===== src/hdl/loop_sampler_playback_sequencer_macros.svh =====
// Assertion macros for the sequencer execution module.
`ifndef LOOP_SAMPLER_PLAYBACK_SEQUENCER_MACROS_SVH
`define LOOP_SAMPLER_PLAYBACK_SEQUENCER_MACROS_SVH

// The consequent must hold in the same cycle as the antecedent.
`define LSPS_ASSERT_NOW(lbl, ante, cons) \
	lbl: assert property (@(posedge clk) disable iff (!arst_n) (ante) |-> (cons)) \
		else $error("sequencer check failed");

// The consequent must hold in the cycle after the antecedent.
`define LSPS_ASSERT_NEXT(lbl, ante, cons) \
	lbl: assert property (@(posedge clk) disable iff (!arst_n) (ante) |=> (cons)) \
		else $error("sequencer check failed");

`endif


===== src/hdl/lsps_pkg.sv =====
package lsps_pkg;

	localparam int DEF_BANK_DEPTH = 65536;
	localparam int DEF_PART_LIMIT = 16;

	// Part count is always a power of two; only its exponent is kept.
	localparam int PART_EXP_W = 3;

	localparam logic [2:0] CMD_TICK   = 3'd0;
	localparam logic [2:0] CMD_WRITE  = 3'd1;
	localparam logic [2:0] CMD_SELECT = 3'd2;
	localparam logic [2:0] CMD_PARTS  = 3'd3;
	localparam logic [2:0] CMD_PAUSE  = 3'd4;
	localparam logic [2:0] CMD_ARM    = 3'd5;
	localparam logic [2:0] CMD_BG     = 3'd6;

	localparam logic CFG_MUTED  = 1'b0;
	localparam logic CFG_VOLUME = 1'b1;

	localparam logic [10:0] VOLUME_RESET = 11'd1024;

	typedef struct packed {
		logic [2:0]  command;
		logic [23:0] play_position;
		logic [15:0] write_address;
		logic        write_bank;
		logic [15:0] write_value;
		logic [15:0] select_start;
		logic [16:0] select_end;
		logic        flag_value;
		logic [16:0] loaded_length;
	} item_t;

	typedef struct packed {
		logic        start;
		logic [23:0] dividend;
		logic [16:0] divisor;
	} div_req_t;

endpackage


===== src/hdl/lsps_div.sv =====
module lsps_div (
	input  logic                 clk,
	input  logic                 arst_n,
	input  lsps_pkg::div_req_t   req,
	output logic                 done,
	output logic [16:0]          rem
);

	logic [23:0] dvd_q;
	logic [16:0] dvs_q;
	logic [16:0] rem_q;
	logic [4:0]  cnt_q;
	logic        busy_q;
	logic        done_q;
	logic [17:0] trial;
	logic [17:0] diff;

	// One restoring step per cycle: shift in the next dividend bit, subtract if it fits.
	assign trial = {rem_q, dvd_q[23]};
	assign diff  = trial - {1'b0, dvs_q};
	assign done  = done_q;
	assign rem   = rem_q;

	always_ff @(posedge clk) begin
		if (req.start) begin
			dvd_q <= req.dividend;
			dvs_q <= req.divisor;
			rem_q <= '0;
		end else if (busy_q) begin
			dvd_q <= {dvd_q[22:0], 1'b0};
			rem_q <= diff[17] ? trial[16:0] : diff[16:0];
		end
	end

	always_ff @(posedge clk or negedge arst_n) begin
		if (!arst_n) begin
			busy_q <= 1'b0;
			done_q <= 1'b0;
			cnt_q  <= '0;
		end else begin
			done_q <= busy_q && (cnt_q == 5'd23);
			if (req.start) begin
				busy_q <= 1'b1;
				cnt_q  <= '0;
			end else if (busy_q) begin
				cnt_q <= cnt_q + 5'd1;
				if (cnt_q == 5'd23) begin
					busy_q <= 1'b0;
				end
			end
		end
	end

endmodule


===== config.mk =====
export PLATFORM = sky130hd
export DESIGN_NAME = lsps_div
export DESIGN_NICKNAME = d
export VERILOG_FILES = /design/src/hdl/loop_sampler_playback_sequencer_macros.svh /design/src/hdl/lsps_pkg.sv /design/src/hdl/lsps_div.sv
export SDC_FILE = /design/constraint.sdc
export NUM_CORES = 1
export LEC_CHECK = 0
export ABC_AREA = 1
export BUFFER_PORTS_ARGS = -buffer_cell sky130_fd_sc_hd__buf_2
export CORE_ASPECT_RATIO = 2
export CORE_MARGIN = 5
export CORE_UTILIZATION = 40
export CTS_BUF_LIST = sky130_fd_sc_hd__clkbuf_2 sky130_fd_sc_hd__clkbuf_4 sky130_fd_sc_hd__clkbuf_8
export CTS_CLUSTER_SIZE = 25
export DETAILED_ROUTE_END_ITERATION = 16
export PLACE_DENSITY = 0.63
export SLEW_MARGIN = 20
export SYNTH_ARGS = -nofsm -noshare
export SYNTH_HDL_FRONTEND = slang
export SYNTH_SLANG_ARGS = --single-unit

===== constraint.sdc =====
create_clock -name clk -period 2.1 [get_ports clk]
set_clock_uncertainty 0.05 [all_clocks]
set_input_delay 0.21 -clock clk [delete_from_list [all_inputs] [get_ports clk]]
set_output_delay 0.21 -clock clk [all_outputs]
set_load 0.005 [all_outputs]

==> results by group <==
Outcome
  • Status: finished, final reports clean

Setup path
  • Startpoint Class: flop
  • Critical Path AT: 2.28 ns
  • Critical path type: reg -> reg
  • Worst path max stage delay: 0.42 ns
  • Most used cell, CP: nand2_1
  • Worst path cell trace: ha_4, fa_2, inv_2, nand3_1, nand2_2, buf_4, nand3_2, nand3_1, nand2_1, nand2_1, inv_1, nand2_1, nand3_1, nand2_1
  • CP Max Fanout: 4
  • Slowest CP cell: edfxtp_1
  • CP endpoint kind: flop
  • Reg2reg setup slack: 0.08 ns
  • Worst EP required: 2.36 ns

Finish
  • Share of cells above drive strength 1: 29.4%
  • Area Growth Syn to Fin: 38.6%
  • Antenna Diode Count: 0
  • Most common cell after layout, fill and taps aside: nand2_1
  • Total Nets Final: 736
  • # fillers: 933
  • Most frequent cells in the layout: nand2_1, inv_1, buf_2
  • Final core area utilization: 56.1%

STA
  • Slew @ Worst Pin: 0.401 ns
  • Unrepaired setup endpoints after global routing: yes
  • Final-report hold violation count: 0
  • Final Max Slew Viols: 0
  • Min Hold Slack: 0.0664 ns
  • Tmin final: 2.02 ns
  • Tcrit/Tclk final: 96.2%
  • Setup WS post-layout: 0.0806 ns
  • Slew headroom: 73.2%
  • Post-route setup TNS: 0 ns
  • Highest clock rate: 0.495 GHz
  • Setup violations, final: 0

Drt
  • Wire per inst: 13.7 µm
  • DRC errors left: 0
  • Number of nets with antenna violations after routing: 0
  • Drt first pass iters: 4
  • Routed WL: 11100 µm
  • Routed vias/inst: 4.80
  • Initial drt markers: 237
  • Detailed-route via count: 3886

Yosys
  • Synthesis Warnings: 0
  • Yosys cell types: 34
  • Post-synthesis register bit count: 65
  • Mapped Area: 0.00393 mm²
  • Sequential area share after synthesis: 44.5%
  • Post-synthesis net count: 591
  • Cells after synthesis: 528
  • Syn Area/Cell: 7.44 µm²

Clock tree
  • CTS tree: done
  • Clock root cell: clkbuf_8
  • Clock-pin slew of the registers on the worst-case setup and hold paths: 0.07 ns
  • Num CTS Buffers: 9
  • Clk buf depth: 2
  • Worst skew pair latency: 0.36 ns
  • Clk sinks: 65
  • # H-tree levels: 3

Die
  • Die height: 150 µm
  • # rows: 51
  • IO Pins: 62
  • Core Area: 0.00970 mm²
  • Full die area: 0.0120 mm²
  • Die Width: 80.1 µm
  • Initial core utilization: 40.5%

Place
  • Post-place setup slack: -0.145 ns
  • Routability cong.: 0.950
  • DP HPWL: 8360 µm
  • Port-buffer cells: 61

Power and ir drop
  • Worst IR Drop VDD: 0.587 mV
  • Static leakage: 2.92 nW
  • Pwr Density: 1040 mW/mm²

Global route
  • Grt met3 use: 3.89%
  • Largest net degree at the start of global routing: 39
  • Overflow after GRT: 0
  • Number of global-route vias before repair: 3918
  • Met1 Usage GRT: 18.0%
  • Total track usage: 19.0%
  • GR Util met2: 35.9%
  • Top Usage Layer GRT: met2
  • First-pass GRT wire length: 17500 µm
  • Initial antenna violation count: 0

Flow run
  • Max-Cap Viols: 0

Hold path
  • Hold Path Class: in -> reg
[flip-flops by register name, summed over array words and instances (netlist names)]
| signal | cells |
|---|---|
| dvd_q | 24 |
| cnt_q | 5 |
| rem | 17 |
| done | 1 |
| busy_q | 1 |
| dvs_q | 17 |
[final timing paths]
kind	start	to	cells past startpoint
setup / recovery	dvs_q[0]	rem[12]	14
hold / removal	req[17]	dvd_q[0]	3
setup reg to reg	dvs_q[0]	rem[12]	14
hold reg to reg	rem[13]	rem[13]	2
max in group asynchronous	arst_n	cnt_q[3]	2
min in group asynchronous	arst_n	busy_q	2
[cells by family (layout without fill, tap and decap cells)]
kind of cell             count (synthesis)  count (layout)  synth area share (%)
AO/OA/AOI/OAI                           15              15                  1.94
XOR/XNOR                                 8               8                  1.78
adder cells (fa/ha/maj)                 19              19                  6.25
buffers and inverters                  107             256                  10.8
flip-flops                              65              65                  44.5
AND/OR/NAND/NOR                        314             315                  34.7
[synth_stat cells (all sizes together)]
library cell / n / area [µm²]
buf: 4 / 38.8
xnor2: 6 / 52.6
nor4b: 1 / 8.76
nor3: 7 / 46.3
and2: 3 / 18.8
nand3: 55 / 293
nand4: 3 / 18.8
a21oi: 10 / 50.1
nor2: 18 / 82.6
fa: 1 / 20.0
dfxtp: 17 / 340
xor2: 2 / 17.5
and3: 1 / 6.26
a31oi: 1 / 6.26
inv: 97 / 364
clkbuf: 6 / 22.5
dfrtp: 7 / 175
ha: 18 / 225
nand2: 224 / 876
edfxtp: 41 / 1230
or2: 1 / 6.26
nor4: 1 / 6.26
o21ai: 4 / 20.0
[power by group]
group	switching (W)	total [W]	internal, W
clock network	0.000523	0.00108	0.000553
logic	0.00157	0.00290	0.00133
registers	0.000119	0.00166	0.00155
[worst max-delay path, delay by kind of cell, from the launching register on]
| family | cells | cell delay (ns) |
|---|---|---|
| buffers and inverters | 3 | 0.24 |
| AND/OR/NAND/NOR | 9 | 0.69 |
| flip-flops | 1 | 0.42 |
| adder cells (fa/ha/maj) | 2 | 0.58 |
[metal layers]
| metal | vias up | share of wire (%) |
|---|---|---|
| li1 | 1928 | - |
| met2 | 129 | 56 |
| met5 | - | 0 |
| met4 | 0 | 4.2 |
| met3 | 36 | 4.8 |
| met1 | 1793 | 35 |
[timing repair]
action | CTS | global route
gates cloned | 0 | 1
pin swaps | 1 | 22
setup endpoints to repair | 5 | 17
hold endpoints to repair | 24 | 0
buffers inserted | 0 | 7
hold buffers | 18 | 0
resized for setup | 3 | 46
[metrics by stage]
step | total power [W] | area (µm²) | cells
5_1_grt | 0.00603 | 5440 | 810
4_1_cts | 0.00532 | 5170 | 802
3_5_place_dp | 0.00418 | 4790 | 768
2_1_floorplan | 0.00315 | 3930 | 528
6_report | 0.00564 | 5440 | 810
3_3_place_gp | 0.00415 | 4790 | 768
[cell type report]
cell class                 instances  area (µm²)  area share, %
sequential                        65        1750           32.1
tap                              132         165           3.04
clock inverter                     6        58.8           1.08
clock buffer                      10         131           2.41
inverter                          97         364           6.69
multi-input combinational        357        1980           36.3
timing repair buffer             143         998           18.4
Power figures use the tool's default switching activity.
