### config.mk
export PLATFORM = sky130hd
export DESIGN_NAME = lsps_front
export DESIGN_NICKNAME = d
export VERILOG_FILES = /design/src/hdl/loop_sampler_playback_sequencer_macros.svh /design/src/hdl/lsps_pkg.sv /design/src/hdl/lsps_front.sv
export SDC_FILE = /design/constraint.sdc
export NUM_CORES = 1
export LEC_CHECK = 0
export BUFFER_PORTS_ARGS = -buffer_cell sky130_fd_sc_hd__buf_4
export CAP_MARGIN = 15
export CORE_MARGIN = 3
export CORE_UTILIZATION = 47
export DETAILED_ROUTE_END_ITERATION = 12
export HOLD_SLACK_MARGIN = 0.12
export PLACE_DENSITY = 0.73
export SLEW_MARGIN = 40
export SYNTH_ARGS = -nofsm -noshare
export SYNTH_HDL_FRONTEND = slang
export SYNTH_SLANG_ARGS = --single-unit
### constraint.sdc
create_clock -name clk -period 7.7 [get_ports clk]
set_clock_uncertainty 0.05 [all_clocks]
set_input_delay 1.155 -clock clk [delete_from_list [all_inputs] [get_ports clk]]
set_output_delay 1.155 -clock clk [all_outputs]
set_load 0.05 [all_outputs]
### src/hdl/loop_sampler_playback_sequencer_macros.svh
// Assertion macros for the sequencer execution module.
`ifndef LOOP_SAMPLER_PLAYBACK_SEQUENCER_MACROS_SVH
`define LOOP_SAMPLER_PLAYBACK_SEQUENCER_MACROS_SVH

// The consequent must hold in the same cycle as the antecedent.
`define LSPS_ASSERT_NOW(lbl, ante, cons) \
	lbl: assert property (@(posedge clk) disable iff (!arst_n) (ante) |-> (cons)) \
		else $error("sequencer check failed");

// The consequent must hold in the cycle after the antecedent.
`define LSPS_ASSERT_NEXT(lbl, ante, cons) \
	lbl: assert property (@(posedge clk) disable iff (!arst_n) (ante) |=> (cons)) \
		else $error("sequencer check failed");

`endif

### src/hdl/lsps_pkg.sv
package lsps_pkg;

	localparam int DEF_BANK_DEPTH = 65536;
	localparam int DEF_PART_LIMIT = 16;

	// Part count is always a power of two; only its exponent is kept.
	localparam int PART_EXP_W = 3;

	localparam logic [2:0] CMD_TICK   = 3'd0;
	localparam logic [2:0] CMD_WRITE  = 3'd1;
	localparam logic [2:0] CMD_SELECT = 3'd2;
	localparam logic [2:0] CMD_PARTS  = 3'd3;
	localparam logic [2:0] CMD_PAUSE  = 3'd4;
	localparam logic [2:0] CMD_ARM    = 3'd5;
	localparam logic [2:0] CMD_BG     = 3'd6;

	localparam logic CFG_MUTED  = 1'b0;
	localparam logic CFG_VOLUME = 1'b1;

	localparam logic [10:0] VOLUME_RESET = 11'd1024;

	typedef struct packed {
		logic [2:0]  command;
		logic [23:0] play_position;
		logic [15:0] write_address;
		logic        write_bank;
		logic [15:0] write_value;
		logic [15:0] select_start;
		logic [16:0] select_end;
		logic        flag_value;
		logic [16:0] loaded_length;
	} item_t;

	typedef struct packed {
		logic        start;
		logic [23:0] dividend;
		logic [16:0] divisor;
	} div_req_t;

endpackage

### src/hdl/lsps_front.sv
module lsps_front (
	input  logic              clk,
	input  logic              arst_n,
	input  logic              in_valid,
	output logic              in_ready,
	input  lsps_pkg::item_t   in_item,
	output logic              item_valid,
	output lsps_pkg::item_t   item,
	input  logic              item_pop
);

	lsps_pkg::item_t entry_q [2];
	logic       wr_ptr_q;
	logic       rd_ptr_q;
	logic [1:0] count_q;
	logic       known;
	logic       push;
	logic       pop;

	// Codes beyond the command list do nothing, so they are dropped here.
	assign known      = (in_item.command <= lsps_pkg::CMD_BG);
	assign in_ready   = (count_q != 2'd2);
	assign push       = in_valid && in_ready && known;
	assign item_valid = (count_q != 2'd0);
	assign pop        = item_pop && item_valid;
	assign item       = entry_q[rd_ptr_q];

	always_ff @(posedge clk) begin
		if (push) begin
			entry_q[wr_ptr_q] <= in_item;
		end
	end

	always_ff @(posedge clk or negedge arst_n) begin
		if (!arst_n) begin
			wr_ptr_q <= 1'b0;
			rd_ptr_q <= 1'b0;
			count_q  <= 2'd0;
		end else begin
			if (push) begin
				wr_ptr_q <= ~wr_ptr_q;
			end
			if (pop) begin
				rd_ptr_q <= ~rd_ptr_q;
			end
			count_q <= count_q + {1'b0, push} - {1'b0, pop};
		end
	end

endmodule

==> results.rst, run 1 <==
.. list-table::
   :header-rows: 1

   * - Metric
     - Value
   * - Outcome
     - completed
   * - Count of endpoints failing hold in the final timing report
     - 0
   * - Hold buffer count at cts
     - 0
   * - Sequential fraction of the synthesis area
     - between 80% and 90%
   * - Sequence of cells on the critical path
     - buf_6 -> buf_16 -> mux2_2 -> buf_4
   * - Number of vias per cell after detailed routing
     - 4.93
   * - Total standard cell area after synthesis
     - just over 8000 sq um
   * - Most instantiated cells after synthesis
     - edfxtp_1 (222), mux2_2 (111), buf_6 (8), dfrtp_1 (4)
   * - Sum of net half-perimeters after detailed placement
     - between 10 and 15 mm
   * - I/O pins
     - ~230
   * - Clock latency at the later pin of the worst-skew pair
     - 0.49 ns
   * - H-tree depth reported by CTS
     - 1
   * - Final nets
     - about 730
   * - Path class of the lowest-slack min-delay path
     - in2async
   * - Worst-path fanout max
     - between 50 and 60
   * - Worst-case vdd ir drop
     - between 0.2 and 0.3 mV
   * - Layout overhead on the synthesized area
     - 32.8%
   * - Cell types with the largest area share after synthesis
     - edfxtp_1 (81%), mux2_2 (15%), dfrtp_1 (1.2%), buf_6 (1.1%), xnor2_1 (0.32%)
   * - Initial antenna violation count
     - 1
   * - Number of vias after detailed routing
     - 4164
   * - Initial Util
     - 48.8%
   * - Ratio of total power to cell area
     - 438 nW/um^2
   * - Most repeated cell in the gate-level netlist after synthesis
     - edfxtp_1
   * - Die Wd
     - 138 um
   * - Cell family contributing the most delay on the critical path
     - buffers and inverters
   * - CP endpoint kind
     - output port
   * - Drt total wl
     - approximately 16 mm
   * - Syn_nets
     - 481
   * - # rows
     - 47
   * - Sum of negative setup slack
     - 0 ns
   * - Number of clock sinks
     - roughly 230
   * - Unrepaired setup endpoints after global routing
     - no
   * - Unique cell type count in the Yosys netlist
     - 15
   * - Crit-path max cell delay
     - just under 0.7 ns
   * - Final Wtd Congestion
     - between 0.7 and 0.8
   * - Drt first-iter violations
     - roughly 220
   * - Setup-failing EPs final
     - 0
   * - Count of buffers inserted at the top-level ports
     - 227
   * - Number of enable-type register cells in the synthesized netlist
     - 222
   * - Combinational family with the most area after synthesis
     - multiplexers
   * - Clock root buffer
     - clkbuf_16
   * - Gates resized, CTS repair
     - 0
   * - Sum of overflow across all layers after global routing
     - 0
   * - Worst path arrival time
     - between 2 and 2.5 ns
   * - Buffering stage count on the worst path with inverters included
     - 3
   * - Share of final-layout standard cells stronger than drive strength 1
     - about three fifths
   * - Relative slew slack
     - around 53%
   * - GR Util All Layers
     - between 10% and 20%
   * - TritonCTS clock tree
     - yes
   * - Share of Yosys cell area claimed by the top area cell type
     - between 80% and 90%
   * - Post-route clock period utilization
     - between 40% and 50%
   * - Post CTS Setup Buffer Count
     - 0
   * - First-pass GRT wire length
     - 24.2 mm
   * - Max_cap viols
     - 0
   * - Data required time of the critical path
     - ~6.5 ns
   * - Startpoint-to-endpoint class of the critical path
     - reg2out
   * - CTS clk-pin slew, worst paths
     - about 0.060 ns
   * - Height of the die
     - about 140 um
   * - Wire length per cell after detailed routing
     - about 19 um
   * - Adder-cell share of the synthesized area
     - 0.304%
   * - Register bit total from synthesis
     - between 200 and 250
   * - Transition time of the tightest slew-check pin
     - ~0.7 ns
   * - Mapped Avg Cell Area
     - approximately 23 sq um
   * - DRT Pass-1 Iters
     - 4
   * - Overall power consumption
     - 4.79 mW
   * - Xor and xnor fraction of the mapped netlist area
     - less than 1%
   * - DRC viols
     - 0
   * - Maximum achievable frequency
     - between 200 and 300 MHz
   * - Maximum number of pins on one net before global-route repair
     - 86
   * - Yosys top cell by area
     - edfxtp_1
   * - Cells after Synth
     - ~360
   * - Antenna diode count
     - 0
   * - CP Launch Type
     - flop
   * - Commonest register cell after synthesis
     - edfxtp_1
   * - Share of synthesized cell area in and, or, nand and nor gates
     - less than 1%
   * - Synth async-reset ratio
     - about 1.8%
   * - Fraction of the mapped netlist area in compound gates
     - 0%
   * - Critical-path cell with the highest stage delay
     - dfrtp_4
   * - Time the worst path needs with I/O delays and setup
     - roughly 3.7 ns
   * - Core Area
     - about 17000 sq um
   * - Remaining number of nets flagged by the antenna check after routing
     - 0
   * - Number of synthesis warnings
     - 0
   * - Full die area
     - 19100 sq um
   * - Vias in the first global route
     - 4543
   * - Number of buffers added by the clock tree synthesis step
     - 23
   * - Maximum count of clock buffers along a single path
     - 3
   * - Static Leak
     - 4.06 nW
   * - Final Max Tran Viols
     - 0
   * - Portion of netlist area occupied by mux cells
     - about 15%
[per-stage QoR]
step / hold slack (ns) / instances / setup WS [ns] / instance area, sq um / util, %
after floorplan: 0.410 / 364 / 1.03 / 8230 / -
after global placement: 0.429 / 802 / 3.80 / 10100 / 60.1
after detailed placement: 0.437 / 804 / 4.13 / 10200 / 60.4
after CTS: 0.374 / 842 / 3.92 / 10900 / 64.4
after global routing: 0.369 / 844 / 3.88 / 10900 / 64.8
final: 0.398 / 844 / 4.01 / 10900 / 64.8
[routing by layer]
metal	part of all wire (%)	global-route usage [%]	up-vias
met5	0.13	0	-
met4	1.7	3.54	2
met3	9.2	6.08	24
met2	51	26.8	162
met1	38	19.1	2043
li1	-	-	1933
[cells by family after synthesis]
family | Yosys count
DFF | 226
and+or+nand+nor | 7
muxes | 111
adders and majority gates | 2
xor gates and xnor gates | 4
buffers and inverters | 14
[power breakdown]
part	total, mW	internal (mW)	switching [mW]
combinational	2.06	0.685	1.37
clock	0.998	0.582	0.416
sequential	1.73	1.65	0.0827
total	4.79	2.92	1.87
[sequential cells by signal (all words and copies together) (netlist names)]
register,count
entry_q,222
count_q,2
wr_ptr_q,1
rd_ptr_q,1
[cell type report]
| type | instances | area, sq um |
|---|---|---|
| Clock buffer | 29 | 598 |
| Clock inverter | 9 | 82.6 |
| Fill cell | 1194 | 5940 |
| Inverter | 2 | 7.51 |
| Multi-Input combinational cell | 124 | 1360 |
| Sequential cell | 226 | 6770 |
| Tap cell | 220 | 275 |
| Timing Repair Buffer | 234 | 1840 |
[cells in the final DEF, fill, tap and decap left out]
| cell | count |
|---|---|
| nor2_4 | 2 |
| inv_1 | 2 |
| edfxtp_1 | 222 |
| and2_1 | 1 |
| ha_1 | 2 |
| clkinv_4 | 1 |
| clkinvlp_4 | 4 |
| clkbuf_1 | 6 |
| xnor2_1 | 3 |
| bufinv_16 | 1 |
| nand2b_1 | 1 |
| clkbuf_16 | 23 |
| dfrtp_4 | 1 |
| xor2_1 | 1 |
| buf_8 | 1 |
| nand3_1 | 2 |
| buf_6 | 2 |
| dfrtp_1 | 3 |
| buf_4 | 227 |
| or2_2 | 1 |
| mux2_2 | 111 |
| clkinv_2 | 2 |
| clkinv_1 | 1 |
| clkbuf_8 | 1 |
| buf_16 | 3 |
[worst paths after layout]
check	cells past startpoint	start	slack, ns	endpoint
max	4	rd_ptr_q	4.01	item[106]
min	1	arst_n	0.40	wr_ptr_q
max reg2reg	5	count_q[1]	5.17	entry_q[0][47]
min reg2reg	1	count_q[1]	0.45	count_q[1]
max in group asynchronous	1	arst_n	7.09	rd_ptr_q
min in group clk	1	count_q[1]	0.45	count_q[1]
Power figures use the tool's default switching activity.
==> run 2: changes to the inputs <==
- ABC_AREA: unset -> 1
- PLACE_DENSITY: 0.73 -> 0.76
- clock period: 7.7 -> 3 ns (I/O delays scaled with it)
==> run 2 against run 1 <==
Net effect:
- highest routed layer is now met4
- critical path depth increased by 1
- design area increased by 12%
- count of clock-buffer cells in the layout unchanged
- largest cell class unchanged
- die area increased by 1.3%
==> results.rst, run 2 <==
.. list-table::
   :header-rows: 1

   * - Metric
     - Value
   * - Portion of total power attributed to combinational logic
     - a little under half
   * - Maximum achievable frequency
     - around 370 MHz
   * - Setup slack of the critical path after layout
     - 0.299 ns
   * - Buffering stage count on the worst path with inverters included
     - 3
   * - Final Max Tran Viols
     - 0
   * - Time the worst path needs with I/O delays and setup
     - around 2.7 ns
   * - Clock root buffer
     - clkbuf_16
   * - Worst path arrival time
     - 2.20 ns
   * - Number of clock sinks
     - about 230
   * - Cell repeated most along the worst path
     - nand2_1
   * - Critical-path cell with the highest stage delay
     - dfrtp_4
   * - Gates resized, CTS repair
     - 0
   * - Post CTS Setup Buffer Count
     - 0
   * - Layout overhead on the synthesized area
     - 46.2%
   * - DRT Pass-1 Iters
     - 5
   * - Initial Util
     - 48.1%
   * - Wire length per cell after detailed routing
     - between 15 and 20 um
   * - Height of the die
     - about 140 um
   * - Final Wtd Congestion
     - 0.758
   * - P_sw
     - roughly 5.9 mW
   * - Switching power share of the total
     - 44.1%
   * - CTS clk-pin slew, worst paths
     - roughly 0.060 ns
   * - Area of the multi-input gates
     - between 1000 and 1500 sq um
   * - Hold buffer count at cts
     - ~110
   * - Maximum count of clock buffers along a single path
     - 3
   * - Total standard cell area after synthesis
     - ~8300 sq um
   * - I/O pins
     - 228
   * - Sum of net half-perimeters after detailed placement
     - approximately 11 mm
   * - Count of buffers inserted at the top-level ports
     - between 200 and 250
   * - Number of synthesis warnings
     - 0
   * - Worst-path fanout max
     - 42
   * - Sum of overflow across all layers after global routing
     - 0
   * - GR Util All Layers
     - about a fifth
   * - Part of the power in registers
     - 33.1%
   * - Setup-failing EPs final
     - 0
   * - Share of Yosys cell area claimed by the top area cell type
     - 79.9%
   * - Post-route clock period utilization
     - between 90% and 100%
   * - Depth of the worst hold-timing path
     - 4
   * - Maximum number of pins on one net before global-route repair
     - 50
   * - Max reg flops
     - between 200 and 250
   * - Max_cap viols
     - 0
   * - # rows
     - 48
   * - Unique cell type count in the Yosys netlist
     - 16
   * - Crit-path max cell delay
     - roughly 0.63 ns
   * - Highest metal layer with signal wires
     - met4
   * - TritonCTS clock tree
     - yes
   * - DRC viols
     - 0
   * - Vias in the first global route
     - around 6000
   * - Syn_nets
     - 727
   * - Filler Cell Count
     - around 1100
   * - Hold path startpoint
     - item_pop
   * - Sum of negative setup slack
     - 0 ns
   * - Remaining number of nets flagged by the antenna check after routing
     - 0
   * - Met1 wire length
     - ~7.4 mm
   * - Antenna diode count
     - 0
   * - CP Launch Type
     - flop
   * - Full die area
     - between 15000 and 20000 sq um
   * - Number of enable-type register cells in the synthesized netlist
     - roughly 220
   * - Leading cell type in the layout, fill and taps excluded
     - nand2_1
   * - Start of the worst register-to-register path
     - count_q[1]
   * - Number of vias after detailed routing
     - ~5700
   * - Most repeated cell in the gate-level netlist after synthesis
     - nand2_1
   * - Ratio of total power to cell area
     - around 1100 nW/um^2
   * - Internal power
     - between 7 and 8 mW
   * - Drt total wl
     - roughly 19 mm
   * - Core Area
     - about 17000 sq um
   * - Transition time of the tightest slew-check pin
     - approximately 0.65 ns
   * - Largest reg by FF count
     - entry_q
   * - Internal reg-to-reg setup slack
     - around 0.93 ns
   * - Commonest register cell after synthesis
     - edfxtp_1
   * - Worst-case vdd ir drop
     - around 0.75 mV
   * - Unrepaired setup endpoints after global routing
     - no
   * - Count of endpoints failing hold in the final timing report
     - 0
   * - Path class of the lowest-slack min-delay path
     - in2reg
   * - Startpoint-to-endpoint class of the critical path
     - reg2out
   * - Share of final-layout standard cells stronger than drive strength 1
     - approximately 29%
   * - Register bit total from synthesis
     - 226
   * - Cell types with the largest area share after synthesis
     - edfxtp_1 (80%), nand2_1 (15%), buf_6 (1.3%), dfrtp_1 (1.2%), buf_2 (0.78%)
   * - Worst min-delay path endpoint
     - rd_ptr_q
   * - Data required time of the critical path
     - between 2 and 3 ns
   * - Cell family contributing the most delay on the critical path
     - buffers and inverters
   * - Placement Setup Slack
     - between 0.8 and 0.9 ns
   * - Number of vias per cell after detailed routing
     - approximately 4.8
   * - Most frequent cells in the layout
     - nand2_1 (342), buf_4 (231), edfxtp_1 (222)
   * - Number of buffers added by the clock tree synthesis step
     - 23
   * - Clock latency at the later pin of the worst-skew pair
     - between 0.4 and 0.5 ns
   * - Relative slew slack
     - a little under three fifths
   * - Sequential fraction of the synthesis area
     - roughly 80%
   * - H-tree depth reported by CTS
     - 1
   * - Die Wd
     - between 100 and 150 um
   * - Mapped Avg Cell Area
     - between 10 and 15 sq um
   * - Most instantiated cells after synthesis
     - nand2_1 (343), edfxtp_1 (222), buf_2 (13), buf_6 (10), inv_1 (5)
   * - Cells after Synth
     - 610
   * - Register cell area after layout
     - around 6800 sq um
   * - Leading registers by flop count
     - entry_q x222, count_q x2
   * - First-pass GRT wire length
     - ~30 mm
   * - Yosys top cell by area
     - edfxtp_1
   * - Length in cells of the worst reg-to-reg path
     - 4
   * - Static Leak
     - 5.19 nW
   * - Initial antenna violation count
     - 0
   * - Synth async-reset ratio
     - approximately 1.8%
   * - Sequence of cells on the critical path
     - inv_4 -> buf_12 -> nand2_1 -> nand2_1 -> buf_4
   * - Outcome
     - completed
   * - CP endpoint kind
     - output port
   * - Final nets
     - about 1100
   * - Clock network power share
     - between 10% and 20%
   * - Met2 wire len
     - between 9 and 10 mm
   * - Drt first-iter violations
     - 290
   * - Worst R2R End
     - entry_q[0][57]
   * - Met3 wire length
     - 1.50 mm
==> run 2: cell count changes after synthesis, sizes merged <==
cell	previous run	this run
and2	1	0
buf	12	25
inv	2	6
mux2	111	0
nand2	0	343
nand2b	1	0
nand4	0	1
nor2	2	1
o21a	0	1
xnor2	3	1
==> run 2: logic make-up after synthesis <==
| kind of cell | after synthesis | synth area share (%) |
|---|---|---|
| and+or+nand+nor | 348 | 15.7 |
| DFF | 226 | 81.1 |
| buffers and inverters | 31 | 2.61 |
| xor gates and xnor gates | 2 | 0.210 |
| adders and majority gates | 2 | 0.300 |
| AOI/OAI and AO/OA | 1 | 0.0900 |
==> run 2: layout make-up <==
type	count	share of cell area (%)
clock buffer	29	5.15
inverter	6	0.236
sequential	226	55.5
multi-input combinational	353	11.3
timing repair buffer	352	24.9
tap	225	2.31
clock inverter	10	0.656
==> run 2: worst max-delay path by stage <==
stage / to / slack [ns] / depth (start not counted) / from
2_1_floorplan: entry_q[1][0] / 0.03 / 3 / count_q[1]
3_3_place_gp: item[104] / 0.80 / 5 / rd_ptr_q
3_5_place_dp: item[104] / 0.81 / 5 / rd_ptr_q
4_1_cts: item[104] / 0.27 / 5 / rd_ptr_q
5_1_grt: item[69] / 0.16 / 5 / rd_ptr_q
6_report: item[73] / 0.30 / 5 / rd_ptr_q
==> run 2: through the flow <==
| stage | cells | hold WS, ns | instance area, sq um | utilization, % | power, mW |
|---|---|---|---|---|---|
| 3_5_place_dp | 1050 | 0.202 | 10400 | 59.8 | 10.6 |
| 5_1_grt | 1201 | 0.175 | 12200 | 70.3 | 14.0 |
| 4_1_cts | 1201 | 0.151 | 12200 | 70.3 | 13.4 |
| 2_1_floorplan | 610 | 0.104 | 8370 | - | 8.77 |
| 6_report | 1201 | 0.173 | 12200 | 70.3 | 13.4 |
| 3_3_place_gp | 1050 | 0.201 | 10400 | 59.8 | 10.6 |
==> run 2: worst register-to-register path: stages (launching register included) <==
cell and delay [ns]:
dfrtp_1 0.48, nand2_4 0.09, nand4_1 0.16, clkinvlp_4 0.55
buf_12 0.44
==> run 2: per-layer routing <==
layer,track usage (%),up-vias
met5,0,-
met4,6.80,0
met3,4.09,50
met2,34.6,255
met1,23.5,2656
li1,-,2754
==> run 2: power by group through the flow <==
stage | combinational (mW) | sequential, mW | clock (mW)
finish | 6.29 | 4.44 | 2.66
global route | 6.65 | 4.49 | 2.85
CTS | 6.28 | 4.44 | 2.71
detailed placement | 6.15 | 4.50 | 0
global placement | 6.12 | 4.48 | 0
floorplan | 4.34 | 4.43 | 0
